**src/mm2h_pkg.sv**
```systemverilog
// Shared types, constants and helpers for the MurmurHash2 word stream hash unit.
// Used by mm2h_ctrl, mm2h_datapath and the top level; depends on nothing.
package mm2h_pkg;

  localparam logic [31:0] MIX_MUL     = 32'h5bd1e995;
  localparam int unsigned MIX_SHIFT   = 24;
  localparam int unsigned FIN_SHIFT_A = 13;
  localparam int unsigned FIN_SHIFT_B = 15;

  typedef enum logic [2:0] {
    ST_IDLE,
    ST_MIXA,
    ST_MIXB,
    ST_FOLD,
    ST_TAIL,
    ST_FINA,
    ST_FINB
  } state_t;

  typedef enum logic [2:0] {
    OP_NONE,
    OP_MIXA,
    OP_MIXB,
    OP_FOLD,
    OP_TAIL,
    OP_FINA,
    OP_FINB
  } dp_op_t;

  typedef struct packed {
    logic   load;
    logic   use_len;
    dp_op_t op;
  } dp_cmd_t;

  typedef struct packed {
    logic new_last;
    logic new_full;
    logic new_zero;
    logic cur_last;
    logic out_busy;
  } dp_sts_t;

  function automatic logic [31:0] tail_mask(input logic [1:0] cnt);
    logic [31:0] m;
    case (cnt)
      2'd1:    m = 32'h0000_00ff;
      2'd2:    m = 32'h0000_ffff;
      2'd3:    m = 32'h00ff_ffff;
      default: m = 32'h0000_0000;
    endcase
    return m;
  endfunction

endpackage

```
**src/murmur2_word_stream_hash_unit.sv**
```systemverilog
// MurmurHash2 (32-bit) over a stream of little-endian words; top level.
// Non-last word: MIXA, MIXB, FOLD, then ready. Last full word: MIXA, MIXB,
// FOLD, FINA, FINB; tail: TAIL, FINA, FINB; empty: FINA, FINB to the result.
// One shared 32x32 constant multiplier: one step per cycle unless FINB stalls.
// Synchronous active-high reset returns to idle, expecting a first word.
// Instantiates mm2h_ctrl and mm2h_datapath; uses mm2h_pkg.
module murmur2_word_stream_hash_unit (
  input  logic        clk,
  input  logic        rst,
  input  logic        item_valid,
  output logic        item_ready,
  input  logic [31:0] data_word,
  input  logic [2:0]  byte_count,
  input  logic        last,
  input  logic [31:0] total_length,
  output logic        hash_valid,
  input  logic        hash_ready,
  output logic [31:0] hash_value
);

  mm2h_pkg::dp_cmd_t cmd;
  mm2h_pkg::dp_sts_t sts;

  mm2h_ctrl u_ctrl (
    .clk        (clk),
    .rst        (rst),
    .item_valid (item_valid),
    .item_ready (item_ready),
    .sts        (sts),
    .cmd        (cmd)
  );

  mm2h_datapath u_dp (
    .clk          (clk),
    .rst          (rst),
    .data_word    (data_word),
    .byte_count   (byte_count),
    .last         (last),
    .total_length (total_length),
    .cmd          (cmd),
    .sts          (sts),
    .hash_value   (hash_value),
    .hash_valid   (hash_valid),
    .hash_ready   (hash_ready)
  );

endmodule

```
**src/mm2h_ctrl.sv**
```systemverilog
// Sequencer for the MurmurHash2 word stream hash unit.
// Drives mm2h_datapath through dp_cmd_t; uses mm2h_pkg.
module mm2h_ctrl (
  input  logic              clk,
  input  logic              rst,
  input  logic              item_valid,
  output logic              item_ready,
  input  mm2h_pkg::dp_sts_t sts,
  output mm2h_pkg::dp_cmd_t cmd
);

  mm2h_pkg::state_t state;
  mm2h_pkg::state_t state_next;
  logic             in_message;
  logic             in_message_next;

  always_ff @(posedge clk) begin
    if (rst) begin
      state      <= mm2h_pkg::ST_IDLE;
      in_message <= 1'b0;
    end else begin
      state      <= state_next;
      in_message <= in_message_next;
    end
  end

  always_comb begin
    state_next      = state;
    in_message_next = in_message;
    case (state)
      mm2h_pkg::ST_IDLE: begin
        if (item_valid) begin
          if (!sts.new_last || sts.new_full) begin
            state_next = mm2h_pkg::ST_MIXA;
          end else if (sts.new_zero) begin
            state_next = mm2h_pkg::ST_FINA;
          end else begin
            state_next = mm2h_pkg::ST_TAIL;
          end
        end
      end
      mm2h_pkg::ST_MIXA: state_next = mm2h_pkg::ST_MIXB;
      mm2h_pkg::ST_MIXB: state_next = mm2h_pkg::ST_FOLD;
      mm2h_pkg::ST_FOLD: begin
        if (sts.cur_last) begin
          state_next = mm2h_pkg::ST_FINA;
        end else begin
          state_next      = mm2h_pkg::ST_IDLE;
          in_message_next = 1'b1;
        end
      end
      mm2h_pkg::ST_TAIL: state_next = mm2h_pkg::ST_FINA;
      mm2h_pkg::ST_FINA: state_next = mm2h_pkg::ST_FINB;
      mm2h_pkg::ST_FINB: begin
        if (!sts.out_busy) begin
          state_next      = mm2h_pkg::ST_IDLE;
          in_message_next = 1'b0;
        end
      end
      default: state_next = mm2h_pkg::ST_IDLE;
    endcase
  end

  always_comb begin
    item_ready  = 1'b0;
    cmd.load    = 1'b0;
    cmd.use_len = !in_message;
    cmd.op      = mm2h_pkg::OP_NONE;
    case (state)
      mm2h_pkg::ST_IDLE: begin
        item_ready = 1'b1;
        cmd.load   = item_valid;
      end
      mm2h_pkg::ST_MIXA: cmd.op = mm2h_pkg::OP_MIXA;
      mm2h_pkg::ST_MIXB: cmd.op = mm2h_pkg::OP_MIXB;
      mm2h_pkg::ST_FOLD: cmd.op = mm2h_pkg::OP_FOLD;
      mm2h_pkg::ST_TAIL: cmd.op = mm2h_pkg::OP_TAIL;
      mm2h_pkg::ST_FINA: cmd.op = mm2h_pkg::OP_FINA;
      mm2h_pkg::ST_FINB: begin
        if (!sts.out_busy) begin
          cmd.op = mm2h_pkg::OP_FINB;
        end
      end
      default: cmd.op = mm2h_pkg::OP_NONE;
    endcase
  end

  a_accept_leaves_idle: assert property (@(posedge clk) disable iff (rst)
    (item_valid && item_ready) |=> (state != mm2h_pkg::ST_IDLE))
    else $error("accepted request did not start processing");

  a_finb_needs_room: assert property (@(posedge clk) disable iff (rst)
    (cmd.op == mm2h_pkg::OP_FINB) |-> !sts.out_busy)
    else $error("result written while output register occupied");

  a_finish_ends_message: assert property (@(posedge clk) disable iff (rst)
    (cmd.op == mm2h_pkg::OP_FINB) |=> (!in_message && state == mm2h_pkg::ST_IDLE))
    else $error("message state not cleared after result");

  a_fold_nonlast_opens: assert property (@(posedge clk) disable iff (rst)
    (state == mm2h_pkg::ST_FOLD && !sts.cur_last) |=> in_message)
    else $error("message not opened after non-last word");

endmodule

```
**src/mm2h_datapath.sv**
```systemverilog
// Datapath for the MurmurHash2 word stream hash unit: item registers, one shared
// constant multiplier, running hash and output register. Uses mm2h_pkg.
module mm2h_datapath (
  input  logic              clk,
  input  logic              rst,
  input  logic [31:0]       data_word,
  input  logic [2:0]        byte_count,
  input  logic              last,
  input  logic [31:0]       total_length,
  input  mm2h_pkg::dp_cmd_t cmd,
  output mm2h_pkg::dp_sts_t sts,
  output logic [31:0]       hash_value,
  output logic              hash_valid,
  input  logic              hash_ready
);

  logic [31:0] word_q;
  logic [1:0]  count_q;
  logic        last_q;
  logic [31:0] k;
  logic [31:0] h;
  logic [31:0] mul_a;
  logic [31:0] mul_p;

  always_comb begin
    case (cmd.op)
      mm2h_pkg::OP_MIXA: mul_a = word_q;
      mm2h_pkg::OP_MIXB: mul_a = k;
      mm2h_pkg::OP_FOLD: mul_a = h;
      mm2h_pkg::OP_TAIL: mul_a = h ^ (word_q & mm2h_pkg::tail_mask(count_q));
      mm2h_pkg::OP_FINA: mul_a = h ^ (h >> mm2h_pkg::FIN_SHIFT_A);
      default:           mul_a = h;
    endcase
  end

  assign mul_p = mul_a * mm2h_pkg::MIX_MUL;

  always_ff @(posedge clk) begin
    if (cmd.load) begin
      word_q  <= data_word;
      count_q <= byte_count[1:0];
      last_q  <= last;
      if (cmd.use_len) begin
        h <= total_length;
      end
    end
    case (cmd.op)
      mm2h_pkg::OP_MIXA: k <= mul_p ^ (mul_p >> mm2h_pkg::MIX_SHIFT);
      mm2h_pkg::OP_MIXB: k <= mul_p;
      mm2h_pkg::OP_FOLD: h <= mul_p ^ k;
      mm2h_pkg::OP_TAIL: h <= mul_p;
      mm2h_pkg::OP_FINA: h <= mul_p;
      mm2h_pkg::OP_FINB: hash_value <= h ^ (h >> mm2h_pkg::FIN_SHIFT_B);
      default: ;
    endcase
  end

  always_ff @(posedge clk) begin
    if (rst) begin
      hash_valid <= 1'b0;
    end else if (cmd.op == mm2h_pkg::OP_FINB) begin
      hash_valid <= 1'b1;
    end else if (hash_ready) begin
      hash_valid <= 1'b0;
    end
  end

  assign sts.new_last = last;
  assign sts.new_full = byte_count[2];
  assign sts.new_zero = (byte_count == 3'd0);
  assign sts.cur_last = last_q;
  assign sts.out_busy = hash_valid && !hash_ready;

endmodule

```
**config.mk**
```make
export PLATFORM = sky130hd
export DESIGN_NAME = murmur2_word_stream_hash_unit
export DESIGN_NICKNAME = d
export VERILOG_FILES = /design/src/mm2h_pkg.sv /design/src/murmur2_word_stream_hash_unit.sv /design/src/mm2h_ctrl.sv /design/src/mm2h_datapath.sv
export SDC_FILE = /design/constraint.sdc
export NUM_CORES = 1
export LEC_CHECK = 0
export BUFFER_PORTS_ARGS = -buffer_cell sky130_fd_sc_hd__buf_2
export CELL_PAD_IN_SITES_DETAIL_PLACEMENT = 0
export CELL_PAD_IN_SITES_GLOBAL_PLACEMENT = 1
export CORE_ASPECT_RATIO = 2
export CORE_MARGIN = 4
export CORE_UTILIZATION = 50
export DETAILED_ROUTE_END_ITERATION = 8
export HOLD_SLACK_MARGIN = 0.02
export PLACE_DENSITY_LB_ADDON = 0.1
export SETUP_SLACK_MARGIN = 0.02
export SLEW_MARGIN = 20
export SYNTH_ARGS = -nofsm -noshare
export SYNTH_HDL_FRONTEND = slang
export SYNTH_SLANG_ARGS = --single-unit
```
**constraint.sdc**
```tcl
create_clock -name clk -period 11.25 [get_ports clk]
set_clock_uncertainty 0.1 [all_clocks]
set_input_delay 0.5625 -clock clk [delete_from_list [all_inputs] [get_ports clk]]
set_output_delay 0.5625 -clock clk [all_outputs]
set_load 0.02 [all_outputs]
```
==> key figures <==
Final layout
  – Final core utilization: 56.5%
  – Share of post-route cells with drive strength above 1: 11.3%
  – # diodes: 0
  – Final-layout fill cell count: 2804
  – Multi-input logic area: 10000 um2
  – Area growth, synth to finish: 11.2%
  – Final Non-Filler Cells: 2069
  – Layout net count: 2105
  – Sequential cell area: 4030 um2

Placed design
  – Placed instance count: 2037
  – Placer Congestion: 0.933
  – Final HPWL DP: 41.6 mm
  – Port buffer count: 105

CTS
  – H-tree depth: 4
  – CTS Hold Buffers Added: 0
  – Post-CTS Resized: 0
  – CTS clk-pin slew, worst paths: 0.06 ns
  – CTS Buffer Depth: 2
  – CTS tree: yes
  – Clock Latency Late Sink: 0.44 ns
  – Clock Tree Root: clkbuf_16
  – Clk sinks: 136
  – Cts bufs inserted: 17
  – # Post-CTS Setup Buffers: 0

Critical path
  – Crit path required time: 11.32 ns
  – Arrival @ worst endpoint: 10.06 ns
  – Startpoint Class: flop
  – Worst-path maximum fanout: 28
  – CP max stage cell: o211ai_1
  – Slack of the worst reg-to-reg path: 1.26 ns
  – Worst reg2reg path startpoint: u_ctrl.state[1]
  – Worst r2r path cells: 32
  – RR Endpoint: u_dp.k[7]
  – CP dominant cell by count: inv_1
  – Critical Path Max Stage Delay: 0.84 ns
  – Worst setup path class: flop to flop
  – Worst Setup End Kind: flop

STA
  – Max-slew violations: 0
  – RSZ-0062 raised after global routing: false
  – Final Cycle Share: 88.8%
  – Total negative slack: 0 ns
  – Final setup viols: 0
  – Tmin final: 9.99 ns
  – Measured slew at the worst slew-check pin: 1.09 ns
  – Final hold vios: 0
  – F_max: 0.100 GHz
  – Slew HR: 26.8%

Yosys
  – Mapped Area: 15700 um2
  – Sequential area share after synthesis: 25.8%
  – Post-synth EDFFs: 131
  – Synth warn: 0
  – Post-synth top flop: edfxtp_1
  – Post-synthesis sequential element count: 136
  – Mapped Nets: 1986
  – Synth Area per Inst: 10.3 um2
  – Yosys cell types: 65
  – Share of flip-flops with an asynchronous set or reset: 0%
  – Mapped Cells: 1519

Global routing
  – First-pass GRT wire length: 75.2 mm
  – Vias in the first global route: 12.6k
  – Largest net degree at the start of global routing: 34
  – Grt total ovfl: 0
  – Initial antenna violation count: 0
  – Gr usage total: 29.7%

Drt
  – Via count: 11.6k
  – Routed WL per cell: 24.1 um
  – 1st-pass router iterations: 5
  – Drt initial violations: 728
  – Remaining antenna violation count: 0
  – DR DRC count: 0
  – Total detailed-routing wirelength: 49.9 mm
  – Vias per inst: 5.62

Floorplanning
  – Cell Rows: 91
  – Die W: 133 um
  – Core Box Area: 30900 um2
  – Initial core utilization: 50.8%
  – DIE AREA: 34400 um2
  – Die height: 258 um
  – IO Count: 106

Min path
  – Hold WC Path Type: primary input to flop
  – Hold endpoint: u_dp.word_q[25]
  – Hold Path Depth: 1
  – Startpoint of the worst hold path: data_word[25]

Run
  – Max-cap violations: 0

Outcome
  – Status: finished, final reports clean
how the worst max path moves through the flow:
stage                      end  slack (ns)  cells after the start             from
CTS                  u_dp.k[3]        1.31                     32  u_ctrl.state[1]
finish               u_dp.k[7]        1.26                     32  u_ctrl.state[1]
detailed placement   u_dp.k[3]        1.35                     32  u_ctrl.state[1]
global placement     u_dp.k[3]        1.36                     32  u_ctrl.state[1]
floorplan           u_dp.h[31]        2.99                     31  u_ctrl.state[1]
global route         u_dp.k[7]        0.83                     32  u_ctrl.state[1]
synth_stat cells, types with 25 or more instances:
| master | n | area [um2] |
|---|---|---|
| edfxtp_1 | 131 | 3930 |
| clkbuf_1 | 28 | 105 |
| xor2_1 | 33 | 289 |
| a21oi_1 | 51 | 255 |
| inv_1 | 374 | 1400 |
| nor2_1 | 59 | 221 |
| fa_1 | 180 | 3600 |
| o21ai_0 | 61 | 305 |
| nand2_1 | 79 | 297 |
| ha_1 | 215 | 2690 |
| a221o_1 | 25 | 250 |
| a22oi_1 | 29 | 218 |
| xnor2_1 | 58 | 508 |
flip-flops by register name (all words and copies together), names as in the netlist:
register           cells
u_dp.count_q           2
u_dp.k                32
u_dp.hash_value       32
u_dp.last_q            1
u_dp.word_q           32
u_dp.h                32
u_ctrl.in_message      1
u_dp.hash_valid        1
u_ctrl.state           3
placed cells by master (no fill, tap or decap), types with 8 or more instances in the layout:
cell and count:
a221oi_1 14, a32oi_1 10, nor2_1 58, o21ai_1 9
a221o_1 25, xnor2_1 58, ha_1 215, edfxtp_1 131
buf_4 34, a22oi_1 29, buf_2 105, fa_1 180
o211ai_1 10, inv_1 374, o21ai_0 60, clkbuf_16 17
a21oi_1 51, nand2b_1 8, nor3b_1 9, a41oi_1 9
a21o_1 10, xor2_1 33, nand2_1 79, nor2b_1 10
logic make-up (layout without fill, tap and decap cells):
kind of cell | Yosys count | after routing | share of synthesized area, %
xor gates and xnor gates | 97 | 97 | 5.79
buffers and inverters | 415 | 547 | 10.1
and+or+nand+nor | 208 | 208 | 6.25
adders and majority gates | 395 | 395 | 40.2
DFF | 136 | 136 | 25.8
AOI/OAI and AO/OA | 268 | 268 | 11.9
metrics by stage:
stage	area (um2)	hold WS (ns)	setup WS (ns)
global placement	16800	0.393	1.36
floorplan	15700	0.365	2.99
global route	17400	0.178	0.831
CTS	17400	0.178	1.31
detailed placement	16800	0.408	1.35
finish	17400	0.195	1.26
worst max-delay path, delay by kind of cell, from the launching register on:
kind                     cells  cell delay, ns
adder cells (fa/ha/maj)      9            4.15
AO/OA/AOI/OAI                7            2.51
buffers and inverters       11            1.52
flip-flops                   1            0.67
XOR/XNOR                     2            0.42
AND/OR/NAND/NOR              3            0.32
area by class of cell:
cell class	count	area share, %
Sequential cell	136	23.2
Clock inverter	11	0.984
Timing Repair Buffer	139	4.48
Tap cell	418	3.00
Clock buffer	21	2.59
Multi-Input combinational cell	968	57.7
Inverter	376	8.10
layer usage:
| layer | share of wire (%) | track usage, % | vias up | routed length (um) |
|---|---|---|---|---|
| met5 | 0 | 0 | - | 0 |
| met4 | 9.8 | 24.1 | 0 | 4870 |
| met3 | 3.6 | 3.15 | 167 | 1800 |
| met2 | 54 | 55.0 | 410 | 26700 |
| met1 | 33 | 29.4 | 5778 | 16500 |
| li1 | - | - | 5278 | - |
Power is left out: the tool's default activity adds up to more than one toggle a clock period on the data nets, which glitch-free logic cannot reach.
